### src/rtl/csr_pkg.sv
package csr_pkg;

	localparam int SLOT_COUNT = 8;
	localparam int SLOT_SIZE = 32;
	localparam int IDX_W = $clog2(SLOT_COUNT);
	localparam int LEN_W = 6;
	localparam int BYTE_DEPTH = SLOT_COUNT * SLOT_SIZE;
	localparam int BYTE_AW = $clog2(BYTE_DEPTH);

	typedef enum logic [2:0] {
		OP_WRITE      = 3'd0,
		OP_COMMIT     = 3'd1,
		OP_SET_FLAG   = 3'd2,
		OP_READ       = 3'd3,
		OP_FLUSH_SLOT = 3'd4,
		OP_FLUSH_ALL  = 3'd5
	} op_t;

	typedef logic [IDX_W-1:0] idx_t;

	typedef struct packed {
		logic [2:0] op;
		logic [2:0] slot;
		logic       flag_value;
		logic [7:0] char_in;
		logic [4:0] position;
	} cmd_t;

	typedef struct packed {
		logic             accepted;
		logic [7:0]       read_byte;
		logic [LEN_W-1:0] slot_length;
		logic             slot_ready;
		logic             slot_overflow;
		logic             found_ready;
		logic [2:0]       oldest_index;
		logic [2:0]       active_slot;
	} rsp_t;

endpackage

### src/rtl/csr_if.sv
interface csr_cmd_if import csr_pkg::*; ();
	logic valid;
	logic ready;
	cmd_t data;

	modport source(output valid, output data, input ready);
	modport sink(input valid, input data, output ready);
endinterface

interface csr_rsp_if import csr_pkg::*; ();
	logic valid;
	logic ready;
	rsp_t data;

	modport source(output valid, output data, input ready);
	modport sink(input valid, input data, output ready);
endinterface

### src/rtl/csr_ram.sv
module csr_ram #(
	parameter int DEPTH = 256,
	parameter int WIDTH = 8
) (
	input  logic                     clk,
	input  logic                     we,
	input  logic [$clog2(DEPTH)-1:0] waddr,
	input  logic [WIDTH-1:0]         wdata,
	input  logic                     re,
	input  logic [$clog2(DEPTH)-1:0] raddr,
	output logic [WIDTH-1:0]         rdata
);

	logic [WIDTH-1:0] mem [DEPTH];

	always_ff @(posedge clk) begin
		if (we) begin
			mem[waddr] <= wdata;
		end
		if (re) begin
			rdata <= mem[raddr];
		end
	end

endmodule

### src/rtl/command_slot_ring_core.sv
// An item is accepted when the core is idle and completes once the output register is empty
// or its result is taken; no new item is accepted before then. The byte and length memories
// are read first; then they are modified and written back and the output register is loaded.
// A new item is accepted while a finished result still waits in the output register.
// Reset clears the active slot, ready, overflow and length-valid bits and the handshake
// state at once; the byte memory is not cleared.
module command_slot_ring_core import csr_pkg::*; (
	input logic       clk,
	input logic       arst_n,
	csr_cmd_if.sink   cmd,
	csr_rsp_if.source rsp
);

	logic                  busy_q;
	idx_t                  act_q;
	logic [SLOT_COUNT-1:0] rdy_q;
	logic [SLOT_COUNT-1:0] ovf_q;
	logic [SLOT_COUNT-1:0] len_vld_q;
	logic                  out_vld_q;
	rsp_t                  out_q;

	cmd_t                  cmd_s1;
	logic                  slot_ok_s1;
	logic                  len_vld_s1;

	logic                  accept;
	logic                  done;
	idx_t                  slot_in;
	idx_t                  len_raddr;
	logic [BYTE_AW-1:0]    byte_raddr;
	logic [LEN_W-1:0]      len_rd;
	logic [7:0]            byte_rd;

	idx_t                  slot_i;
	idx_t                  act_inc;
	idx_t                  act_n;
	logic [LEN_W-1:0]      len_cur;
	logic [LEN_W-1:0]      act_len;
	logic [SLOT_COUNT-1:0] rdy_n;
	logic [SLOT_COUNT-1:0] ovf_n;
	logic [SLOT_COUNT-1:0] vld_n;
	logic                  byte_we;
	logic [BYTE_AW-1:0]    byte_waddr;
	logic                  len_we;
	idx_t                  len_waddr;
	logic [LEN_W-1:0]      len_wdata;
	logic                  found;
	idx_t                  oldest;
	logic [IDX_W:0]        scan;
	rsp_t                  rsp_d;

	assign cmd.ready = !busy_q;
	assign accept = cmd.valid && cmd.ready;
	assign done = busy_q && (!out_vld_q || rsp.ready);
	assign rsp.valid = out_vld_q;
	assign rsp.data = out_q;

	assign slot_in = IDX_W'(cmd.data.slot);
	assign len_raddr = (cmd.data.op == OP_READ) ? slot_in : act_q;
	assign byte_raddr = BYTE_AW'(BYTE_AW'(slot_in) * BYTE_AW'(SLOT_SIZE))
		+ BYTE_AW'(cmd.data.position);

	csr_ram #(
		.DEPTH(BYTE_DEPTH),
		.WIDTH(8)
	) u_byte_ram (
		.clk  (clk),
		.we   (done && byte_we),
		.waddr(byte_waddr),
		.wdata(cmd_s1.char_in),
		.re   (accept),
		.raddr(byte_raddr),
		.rdata(byte_rd)
	);

	csr_ram #(
		.DEPTH(SLOT_COUNT),
		.WIDTH(LEN_W)
	) u_len_ram (
		.clk  (clk),
		.we   (done && len_we),
		.waddr(len_waddr),
		.wdata(len_wdata),
		.re   (accept),
		.raddr(len_raddr),
		.rdata(len_rd)
	);

	always_comb begin
		slot_i = IDX_W'(cmd_s1.slot);
		act_inc = (act_q == IDX_W'(SLOT_COUNT - 1)) ? '0 : act_q + 1'b1;
		len_cur = len_vld_s1 ? len_rd : '0;
		act_n = act_q;
		rdy_n = rdy_q;
		ovf_n = ovf_q;
		vld_n = len_vld_q;
		byte_we = 1'b0;
		byte_waddr = BYTE_AW'(BYTE_AW'(act_q) * BYTE_AW'(SLOT_SIZE)) + BYTE_AW'(len_cur);
		len_we = 1'b0;
		len_waddr = act_q;
		len_wdata = '0;
		rsp_d = '0;

		case (op_t'(cmd_s1.op))
			OP_WRITE: begin
				if (len_cur >= LEN_W'(SLOT_SIZE)) begin
					ovf_n[act_q] = 1'b1;
				end else begin
					byte_we = 1'b1;
					len_we = 1'b1;
					len_wdata = len_cur + 1'b1;
					rsp_d.accepted = 1'b1;
				end
			end
			OP_COMMIT: begin
				rdy_n[act_q] = 1'b1;
				act_n = act_inc;
				len_we = 1'b1;
				len_waddr = act_inc;
			end
			OP_SET_FLAG: begin
				if (slot_ok_s1) begin
					rdy_n[slot_i] = cmd_s1.flag_value;
				end
			end
			OP_READ: begin
				if (slot_ok_s1 && ({1'b0, cmd_s1.position} < len_cur)) begin
					rsp_d.read_byte = byte_rd;
				end
			end
			OP_FLUSH_SLOT: begin
				if (slot_ok_s1) begin
					len_we = 1'b1;
					len_waddr = slot_i;
				end
			end
			OP_FLUSH_ALL: begin
				act_n = '0;
				rdy_n = '0;
				ovf_n = '0;
				vld_n = '0;
			end
			default: begin
			end
		endcase

		if (len_we) begin
			vld_n[len_waddr] = 1'b1;
		end

		if (len_we && (len_waddr == act_n)) begin
			act_len = len_wdata;
		end else if (cmd_s1.op == OP_FLUSH_ALL) begin
			act_len = '0;
		end else begin
			act_len = len_cur;
		end

		if ((cmd_s1.op == OP_SET_FLAG) || (cmd_s1.op == OP_READ)
			|| (cmd_s1.op == OP_FLUSH_SLOT)) begin
			if (slot_ok_s1) begin
				rsp_d.slot_ready = rdy_n[slot_i];
				rsp_d.slot_overflow = ovf_n[slot_i];
				rsp_d.slot_length = (cmd_s1.op == OP_READ) ? len_cur : act_len;
			end else begin
				rsp_d.slot_length = (cmd_s1.op == OP_READ) ? '0 : act_len;
			end
		end else begin
			rsp_d.slot_ready = rdy_n[act_n];
			rsp_d.slot_overflow = ovf_n[act_n];
			rsp_d.slot_length = act_len;
		end

		found = 1'b0;
		oldest = act_n;
		for (int k = SLOT_COUNT - 1; k >= 0; k--) begin
			scan = (IDX_W + 1)'(act_n) + (IDX_W + 1)'(k + 1);
			if (scan >= (IDX_W + 1)'(SLOT_COUNT)) begin
				scan = scan - (IDX_W + 1)'(SLOT_COUNT);
			end
			if (rdy_n[IDX_W'(scan)]) begin
				found = 1'b1;
				oldest = IDX_W'(scan);
			end
		end

		rsp_d.found_ready = found;
		rsp_d.oldest_index = 3'(oldest);
		rsp_d.active_slot = 3'(act_n);
	end

	always_ff @(posedge clk or negedge arst_n) begin
		if (!arst_n) begin
			busy_q <= 1'b0;
			act_q <= '0;
			rdy_q <= '0;
			ovf_q <= '0;
			len_vld_q <= '0;
			out_vld_q <= 1'b0;
		end else begin
			if (accept) begin
				busy_q <= 1'b1;
			end else if (done) begin
				busy_q <= 1'b0;
			end
			if (done) begin
				act_q <= act_n;
				rdy_q <= rdy_n;
				ovf_q <= ovf_n;
				len_vld_q <= vld_n;
				out_vld_q <= 1'b1;
			end else if (rsp.ready) begin
				out_vld_q <= 1'b0;
			end
		end
	end

	always_ff @(posedge clk) begin
		if (accept) begin
			cmd_s1 <= cmd.data;
			slot_ok_s1 <= (int'(cmd.data.slot) < SLOT_COUNT);
			len_vld_s1 <= len_vld_q[len_raddr];
		end
		if (done) begin
			out_q <= rsp_d;
		end
	end

	a_accept_len: assert property (@(posedge clk) disable iff (!arst_n)
		out_vld_q && out_q.accepted |-> out_q.slot_length != '0)
		else $error("stored byte reported with zero length");

	a_oldest_idle: assert property (@(posedge clk) disable iff (!arst_n)
		out_vld_q && !out_q.found_ready |-> out_q.oldest_index == out_q.active_slot)
		else $error("oldest index differs from active slot with no ready slot");

	a_read_len: assert property (@(posedge clk) disable iff (!arst_n)
		out_vld_q && (out_q.read_byte != '0) |-> out_q.slot_length != '0)
		else $error("byte returned from an empty slot");

	a_done_seq: assert property (@(posedge clk) disable iff (!arst_n)
		done |=> out_vld_q && !busy_q)
		else $error("completed item did not reach the output register");

	a_act_range: assert property (@(posedge clk) disable iff (!arst_n)
		{1'b0, act_q} < (IDX_W + 1)'(SLOT_COUNT))
		else $error("active slot out of range");

endmodule

### src/flat_wrapper.sv
// flat-port wrapper written by rule: the top's interface ports become plain ports
module command_slot_ring_core_flat import csr_pkg::*;
  (clk, arst_n, cmd_valid, cmd_data, cmd_ready, rsp_valid, rsp_data, rsp_ready);
  csr_cmd_if cmd_i ();
  csr_rsp_if rsp_i ();
  input logic clk;
  input logic arst_n;
  input wire logic [$bits(cmd_i.valid)-1:0] cmd_valid;
  input wire logic [$bits(cmd_i.data)-1:0] cmd_data;
  output wire logic [$bits(cmd_i.ready)-1:0] cmd_ready;
  output wire logic [$bits(rsp_i.valid)-1:0] rsp_valid;
  output wire logic [$bits(rsp_i.data)-1:0] rsp_data;
  input wire logic [$bits(rsp_i.ready)-1:0] rsp_ready;
  assign cmd_i.valid = cmd_valid;
  assign cmd_i.data = cmd_data;
  assign cmd_ready = cmd_i.ready;
  assign rsp_valid = rsp_i.valid;
  assign rsp_data = rsp_i.data;
  assign rsp_i.ready = rsp_ready;
  command_slot_ring_core u_core (.clk(clk), .arst_n(arst_n), .cmd(cmd_i), .rsp(rsp_i));
endmodule
### config.mk
export PLATFORM = sky130hd
export DESIGN_NAME = command_slot_ring_core_flat
export DESIGN_NICKNAME = d
export VERILOG_FILES = /design/src/rtl/csr_pkg.sv /design/src/rtl/csr_if.sv /design/src/rtl/csr_ram.sv /design/src/rtl/command_slot_ring_core.sv /design/src/flat_wrapper.sv
export SDC_FILE = /design/constraint.sdc
export NUM_CORES = 2
export LEC_CHECK = 0
export BUFFER_PORTS_ARGS = -buffer_cell sky130_fd_sc_hd__buf_4
export CAP_MARGIN = 15
export CORE_AREA = 2 2 369 371
export CTS_CLUSTER_SIZE = 25
export DETAILED_ROUTE_END_ITERATION = 12
export DIE_AREA = 0 0 371 373
export PLACE_DENSITY = 0.79
export SYNTH_ARGS = -nofsm -noshare
export SYNTH_HDL_FRONTEND = slang
export SYNTH_HIERARCHICAL = 1
export SYNTH_SLANG_ARGS = --single-unit
export TNS_END_PERCENT = 100
### constraint.sdc
create_clock -name clk -period 10 [get_ports clk]
set_input_delay 0.5 -clock clk [delete_from_list [all_inputs] [get_ports clk]]
set_output_delay 0.5 -clock clk [all_outputs]
set_load 0.02 [all_outputs]
# Yosys cells after proc, flatten, opt, wreduce, memory -nomap -nowiden
# Memories as Yosys holds them, arrays and structs flattened. A register that Yosys moved wholly into a read port is not among the register bits.
# Index checks and enable logic that the tools add are counted.
# W data, S select, Z words.
dict set report op_classes {
  addsub 20
  n_mul 0
  div_mod_pow 0
  order_cmp 26
  n_eq_ne 8
  shifts 0
  mux 77
  bitwise 3
  reduce_logical 19
}
# op count
set ops {}
lappend ops {{$mux W3} 18}
lappend ops {{$lt A3 B4 Y1 const B} 13}
lappend ops {{$bmux W1 S3} 13}
lappend ops {{$mux W6} 6}
lappend ops {{$ge A4 B4 Y1 const B} 8}
lappend ops {{$mux W8} 4}
lappend ops {{$mux W1} 27}
lappend ops {{$or A8 B8 Y8} 3}
lappend ops {{$pmux W8 S3} 1}
lappend ops {{$sub A3 B1 Y3 const B} 8}
lappend ops {{$add A3 B3 Y4 const B} 4}
lappend ops {{$pmux W8 S2} 1}
lappend ops {{$pmux W3 S2} 2}
lappend ops {{$demux W1 S3} 3}
lappend ops {{$eq A3 B2 Y1 const B} 3}
lappend ops {{$eq A3 B3 Y1 const B} 3}
lappend ops {{$ge A3 B1 Y1 const B} 3}
lappend ops {{$add A3 B2 Y4 const B} 2}
lappend ops {{$add A8 B5 Y8} 1}
lappend ops {{$add A8 B6 Y8} 1}
lappend ops {{$bwmux W8} 1}
lappend ops {{$logic_and A1 B1 Y1} 8}
lappend ops {{$reduce_or A7 Y1} 1}
lappend ops {{$add A6 B1 Y6 const B} 1}
lappend ops {{14 further kinds} 18}
dict set report totals {
  reg_bits 74
  latch_bits 0
  ram_bits 2096
  rom_bits 0
  inputBits 24
  out_inout_bits 26
  wordCells 175
  n_memories 2
}
# name words word_bits rd rd_clocked_by_memory_dff wr line_no
set mem_list {}
lappend mem_list {u_core.u_byte_ram.mem 256 8 1 1 1 csr_ram.sv:14} ;# logic [WIDTH-1:0] mem [DEPTH];
lappend mem_list {u_core.u_len_ram.mem 8 6 1 1 1 csr_ram.sv:14}

# Longest topological paths before layout
dict set report logic_depth {
  word_depth 16
  ltp_mapped 15
  ltp_nobuf 13
}

# Modules after synthesis
# The synthesis kept the hierarchy.
# module instances cells_per_inst area_per_inst_um2 seq_area_each_um2
set modules_own_cells {}
lappend modules_own_cells {{csr_ram at u_core.u_byte_ram} 1 3733 79636.4 61739.2}
lappend modules_own_cells {command_slot_ring_core 1 498 4914.7 2077.0}
lappend modules_own_cells {{csr_ram at u_core.u_len_ram} 1 88 2082.0 1621.6}

# Worst setup path before layout
# No wires, ideal clock.
dict set report synth_path {
  kind {reg2reg}
  from {reg u_core/cmd_s1[5] (netlist name)}
  to {mem u_core.u_byte_ram.mem[0][0] (data pin)}
  setup_time_ns 0.817
  arrival_ns 3.228
  required_time_ns 9.183
  setup_slack_ns 5.954
  stages_incl_launch_ff 1
  path_buffers 0
  synth_period_minus_slack_ns 4.046
  path_cell_list {edfxtp_1}
}
# element line_no
set synth_rtl {}
lappend synth_rtl {{start: declaration} command_slot_ring_core.sv:22} ;# cmd_t cmd_s1;
lappend synth_rtl {{start signal: assignment} command_slot_ring_core.sv:220} ;# cmd_s1 <= cmd.data;
lappend synth_rtl {{end: declaration} csr_ram.sv:14}
# No word-level cell before the write port.

# Worst setup path after layout
dict set report layout_path {
  from {reg u_core.act_q[0]}
  to {reg u_core.out_q (netlist bit u_core/rsp.data[4]) (data pin)}
}
dict set report layout_between {
  elab_chain_len 16
  elab_cells_between_ends 67
  cone_classes {17 x add/sub; 10 x order compare; 1 x eq/ne; 37 x mux; 1 x bitwise; 1 x reduce/logical}
}
# element line_no
set layout_rtl {}
lappend layout_rtl {{start: declaration} command_slot_ring_core.sv:15} ;# idx_t act_q;
lappend layout_rtl {{start signal: assignment} command_slot_ring_core.sv:207} ;# act_q <= act_n;
lappend layout_rtl {{$add A3 B1 Y3 (tied with other cells)} command_slot_ring_core.sv:91} ;# act_inc = (act_q == IDX_W'(SLOT_COUNT - 1)) ? '0 : act_q + 1'b1;
lappend layout_rtl {{$mux W3 or $logic_and A1 B1 Y1 (tied branches)} {command_slot_ring_core.sv:91, command_slot_ring_core.sv:116}}
lappend layout_rtl {{$pmux W3 S2 or $mux W1 (tied branches)} {command_slot_ring_core.sv:104, command_slot_ring_core.sv:116}}
lappend layout_rtl {{$add A3 B4 Y4 or $demux W1 S3 (tied branches)} n/a}
lappend layout_rtl {{$ge A4 B4 Y1 (tied with other cells)} command_slot_ring_core.sv:178} ;# if (scan >= (IDX_W + 1)'(SLOT_COUNT)) begin
lappend layout_rtl {{$mux W3 or $pmux W8 S3 (tied branches)} {command_slot_ring_core.sv:178, command_slot_ring_core.sv:104}}
lappend layout_rtl {{$bmux W1 S3} command_slot_ring_core.sv:181} ;# if (rdy_n[IDX_W'(scan)]) begin
lappend layout_rtl {{$mux W1 (implied by the code)} command_slot_ring_core.sv:181}
lappend layout_rtl {{$mux W3 (7 in a row)} command_slot_ring_core.sv:181}
lappend layout_rtl {{$mux W3 *} command_slot_ring_core.sv:181}
lappend layout_rtl {{via u_core.oldest[1]} command_slot_ring_core.sv:48} ;# idx_t oldest;
lappend layout_rtl {{end signal: assignment} command_slot_ring_core.sv:225} ;# out_q <= rsp_d;
lappend layout_rtl {{end: declaration} command_slot_ring_core.sv:20} ;# rsp_t out_q;
# Mark *: on every way through the listed nets, which the timed path passes. The rest lies on a longest branch. The select of a mux whose other input is x is not followed.
# A chain may end at the register's enable or synchronous reset.

==> flow_metrics.env <==
export IMPL_synthCells=4319
export IMPL_async_flop_share=0.0133
export IMPL_power_mw=20.7
export IMPL_synthTopCellsByArea="edfxtp_1 (75%), mux4_2 (12%), mux2i_1 (1.8%), nor2_1 (1.4%), a22oi_1 (1.2%)"
export IMPL_hold_class="in -> reg"
export IMPL_synth_nets=4354
export IMPL_htreeDepth=4
export IMPL_status="completed"
export IMPL_grt_pass1_wl_mm=315
export IMPL_ctsRootBufferMaster="clkbuf_16"
export IMPL_fmax_mhz=193
export IMPL_die_width_um=371
export IMPL_die_y_um=373
export IMPL_cp_end_kind="flop"
export IMPL_tightest_slew_ns=1.23
export IMPL_post_drt_via_cell_ratio=7.22
export IMPL_ys_warn_count=6
export IMPL_area_delta_synth_final_pct=9.66
export IMPL_clk_pin_slew_ns=0.06
export IMPL_cp_max_fo=19
export IMPL_clock_skew_ns=0.0345
export IMPL_peakVddDrop_v=0.000159
export IMPL_setup_viol=0
export IMPL_die_area_mm2=0.138
export IMPL_grt_usage=0.317
export IMPL_cts_inserted_buffers=202
export IMPL_hold_viol_final=0
export IMPL_synth_edf_count=2155
export IMPL_synth_flop_cell="edfxtp_1"
export IMPL_drtIter0Drc=8195
export IMPL_syn_area_mm2=0.0866
export IMPL_r2r_cells=12
export IMPL_min_period_ns=5.17
export IMPL_critPathKind="reg -> reg"
export IMPL_grt_start_max_net_pins=246
export IMPL_nets=4440
export IMPL_antenna_found_initial=5
export IMPL_startpoint_type="flop"
export IMPL_fin_crit_sh=0.517
export IMPL_hold_path_cell_count=1
export IMPL_num_rows=135
export IMPL_clk_path_buf_depth=3
export IMPL_grt_pass1_vias=45400
export IMPL_io_buffers=49
export IMPL_cts_tree="done"
export IMPL_io_pins=50
export IMPL_syn_area_per_cell_um2=20.1
export IMPL_maxCapViolCount=0
export IMPL_arrival_ns=5.72
export IMPL_p_leak_nw=29.7
export IMPL_synth_common_cells="edfxtp_1 (2,155), mux4_2 (461), nor2_1 (329)"
export IMPL_synth_cell_type_count=79
export IMPL_drv_slew=0
export IMPL_routed_wl_mm=217
export IMPL_drc=0
export IMPL_synth_top_area_cell="edfxtp_1"
export IMPL_synth_seq_area_share=0.755
export IMPL_grt_setup_unrepaired="false"
export IMPL_start_util=0.644
export IMPL_gp_congestion=0.872
export IMPL_ys_seq_elements=2184
export IMPL_critical_path_required_ns=10.55
export IMPL_relSlewSlack=0.183
export IMPL_ant_nets=0
export IMPL_avgRoutedWirePerCell_um=34.1
export IMPL_synth_top_area_frac=0.747
export IMPL_vias=45900
export IMPL_synth_most_common_cell="edfxtp_1"
export IMPL_hpwl_mm=124
export IMPL_fp_coreArea_mm2=0.135
export IMPL_clkLatencyLatePin_ns=0.85
export IMPL_drive_above_1_share=0.203
export IMPL_p_per_area_mw_per_mm2=218
export IMPL_finalSetupTns_ns=0
export IMPL_firstDrtPassIters=6
export IMPL_cts_sinks=2184
export IMPL_grt_overflow=0
-- layer usage --
metal | GRT usage | routed length (um) | up-vias
met3 | 0.0795 | 28500 | 627
li1 | - | - | 18100
met4 | 0.148 | 11200 | 6
met5 | 0 | 39 | -
met2 | 0.481 | 102000 | 3795
met1 | 0.442 | 74900 | 23300
-- final timing paths --
check | startpoint | endpoint | slack (ns)
worst max-delay path | u_core/act_q[0] | u_core/rsp.data[4] | 4.83
worst min-delay path | cmd_data[3] | u_core/cmd_s1[3] | 0.08
worst max register to register | u_core/act_q[0] | u_core/rsp.data[4] | 4.83
worst min register to register | u_core/len_vld_q[3] | u_core/len_vld_q[3] | 0.48
max in group asynchronous | arst_n | u_core/rdy_q[3] | 9.54
min in group asynchronous | arst_n | u_core/rdy_q[5] | 0.15
-- cells in the final DEF (no fill, tap or decap), types with 38 or more instances in the layout --
cell / synthesis / layout
edfxtp_1: 2155 / 2155
a22oi_1: 139 / 139
buf_4: 27 / 116
a21oi_1: 132 / 132
o221ai_1: 50 / 50
mux2i_1: 155 / 155
clkbuf_1: 125 / 38
clkinv_1: 2 / 54
nand2_1: 80 / 80
nor3_1: 42 / 42
clkbuf_16: 0 / 203
clkinv_2: 0 / 39
mux4_2: 461 / 461
nand3_1: 45 / 44
nor2_1: 329 / 326
-- critical path: stages (launching register included) --
cell,delay (ns)
dfrtp_1,0.57
ha_1,0.32
ha_1,0.17
or3_1,0.40
o21ai_2,0.68
inv_2,0.29
ha_1,0.34
xnor2_1,0.66
mux4_2,0.44
nor3_2,0.21
or4b_1,0.49
o22ai_1,0.18
a211oi_1,0.10
-- cells by family after synthesis --
| logic type | Yosys count | synth area share |
|---|---|---|
| and+or+nand+nor | 650 | 0.0350 |
| xor gates and xnor gates | 11 | 0.00111 |
| adders and majority gates | 11 | 0.00159 |
| DFF | 2184 | 0.755 |
| buffers and inverters | 289 | 0.0196 |
| AOI/OAI and AO/OA | 517 | 0.0418 |
| muxes | 657 | 0.146 |
-- power by group --
group	leakage [nW]	internal, mW	switching (mW)
registers	19.8	10.5	0.116
logic	6.79	0.785	1.75
clock network	3.14	4.19	3.33
-- metrics by stage --
step	util	cell area [um^2]	instances	hold WS [ns]	setup slack, ns
global placement	0.657	88400	5964	0.455	4.46
finish	0.706	95000	6358	0.0791	4.83
floorplan	-	86600	4319	0.204	5.95
CTS	0.705	95000	6353	0.0260	5.00
global route	0.706	95000	6356	0.0480	4.58
detailed placement	0.657	88400	5964	0.457	4.54
-- timing repair --
item	CTS	global route
hold buffers	15	0
resized for setup	0	0
hold endpoints to repair	43	0
buffers inserted	0	0
-- sequential cells by signal, summed over array words and instances, names as in the netlist --
signal / flops
u_core/act_q: 3
u_core/u_len_ram/rdata: 6
u_core/len_vld_q: 8
u_core/len_vld_s1: 1
u_core/u_byte_ram/rdata: 8
u_core/rdy_q: 8
u_core/u_len_ram/mem: 48
u_core/cmd_s1: 17
u_core/u_byte_ram/mem: 2048
u_core/slot_i: 3
u_core/rsp.valid: 1
u_core/ovf_q: 8
u_core/rsp.data: 24
u_core/busy_q: 1
-- layout make-up --
class                   count  area, um^2
repair buffers            145        1260
clock buffers             244        5260
fillers                  7516       39600
clock inverters           130        1160
diodes                      2        5.00
flip-flops and latches   2184       65400
well taps                1781        2230
inverters                  26        97.6
multi-input cells        1846       19500
(Power assumes the default switching activity.)
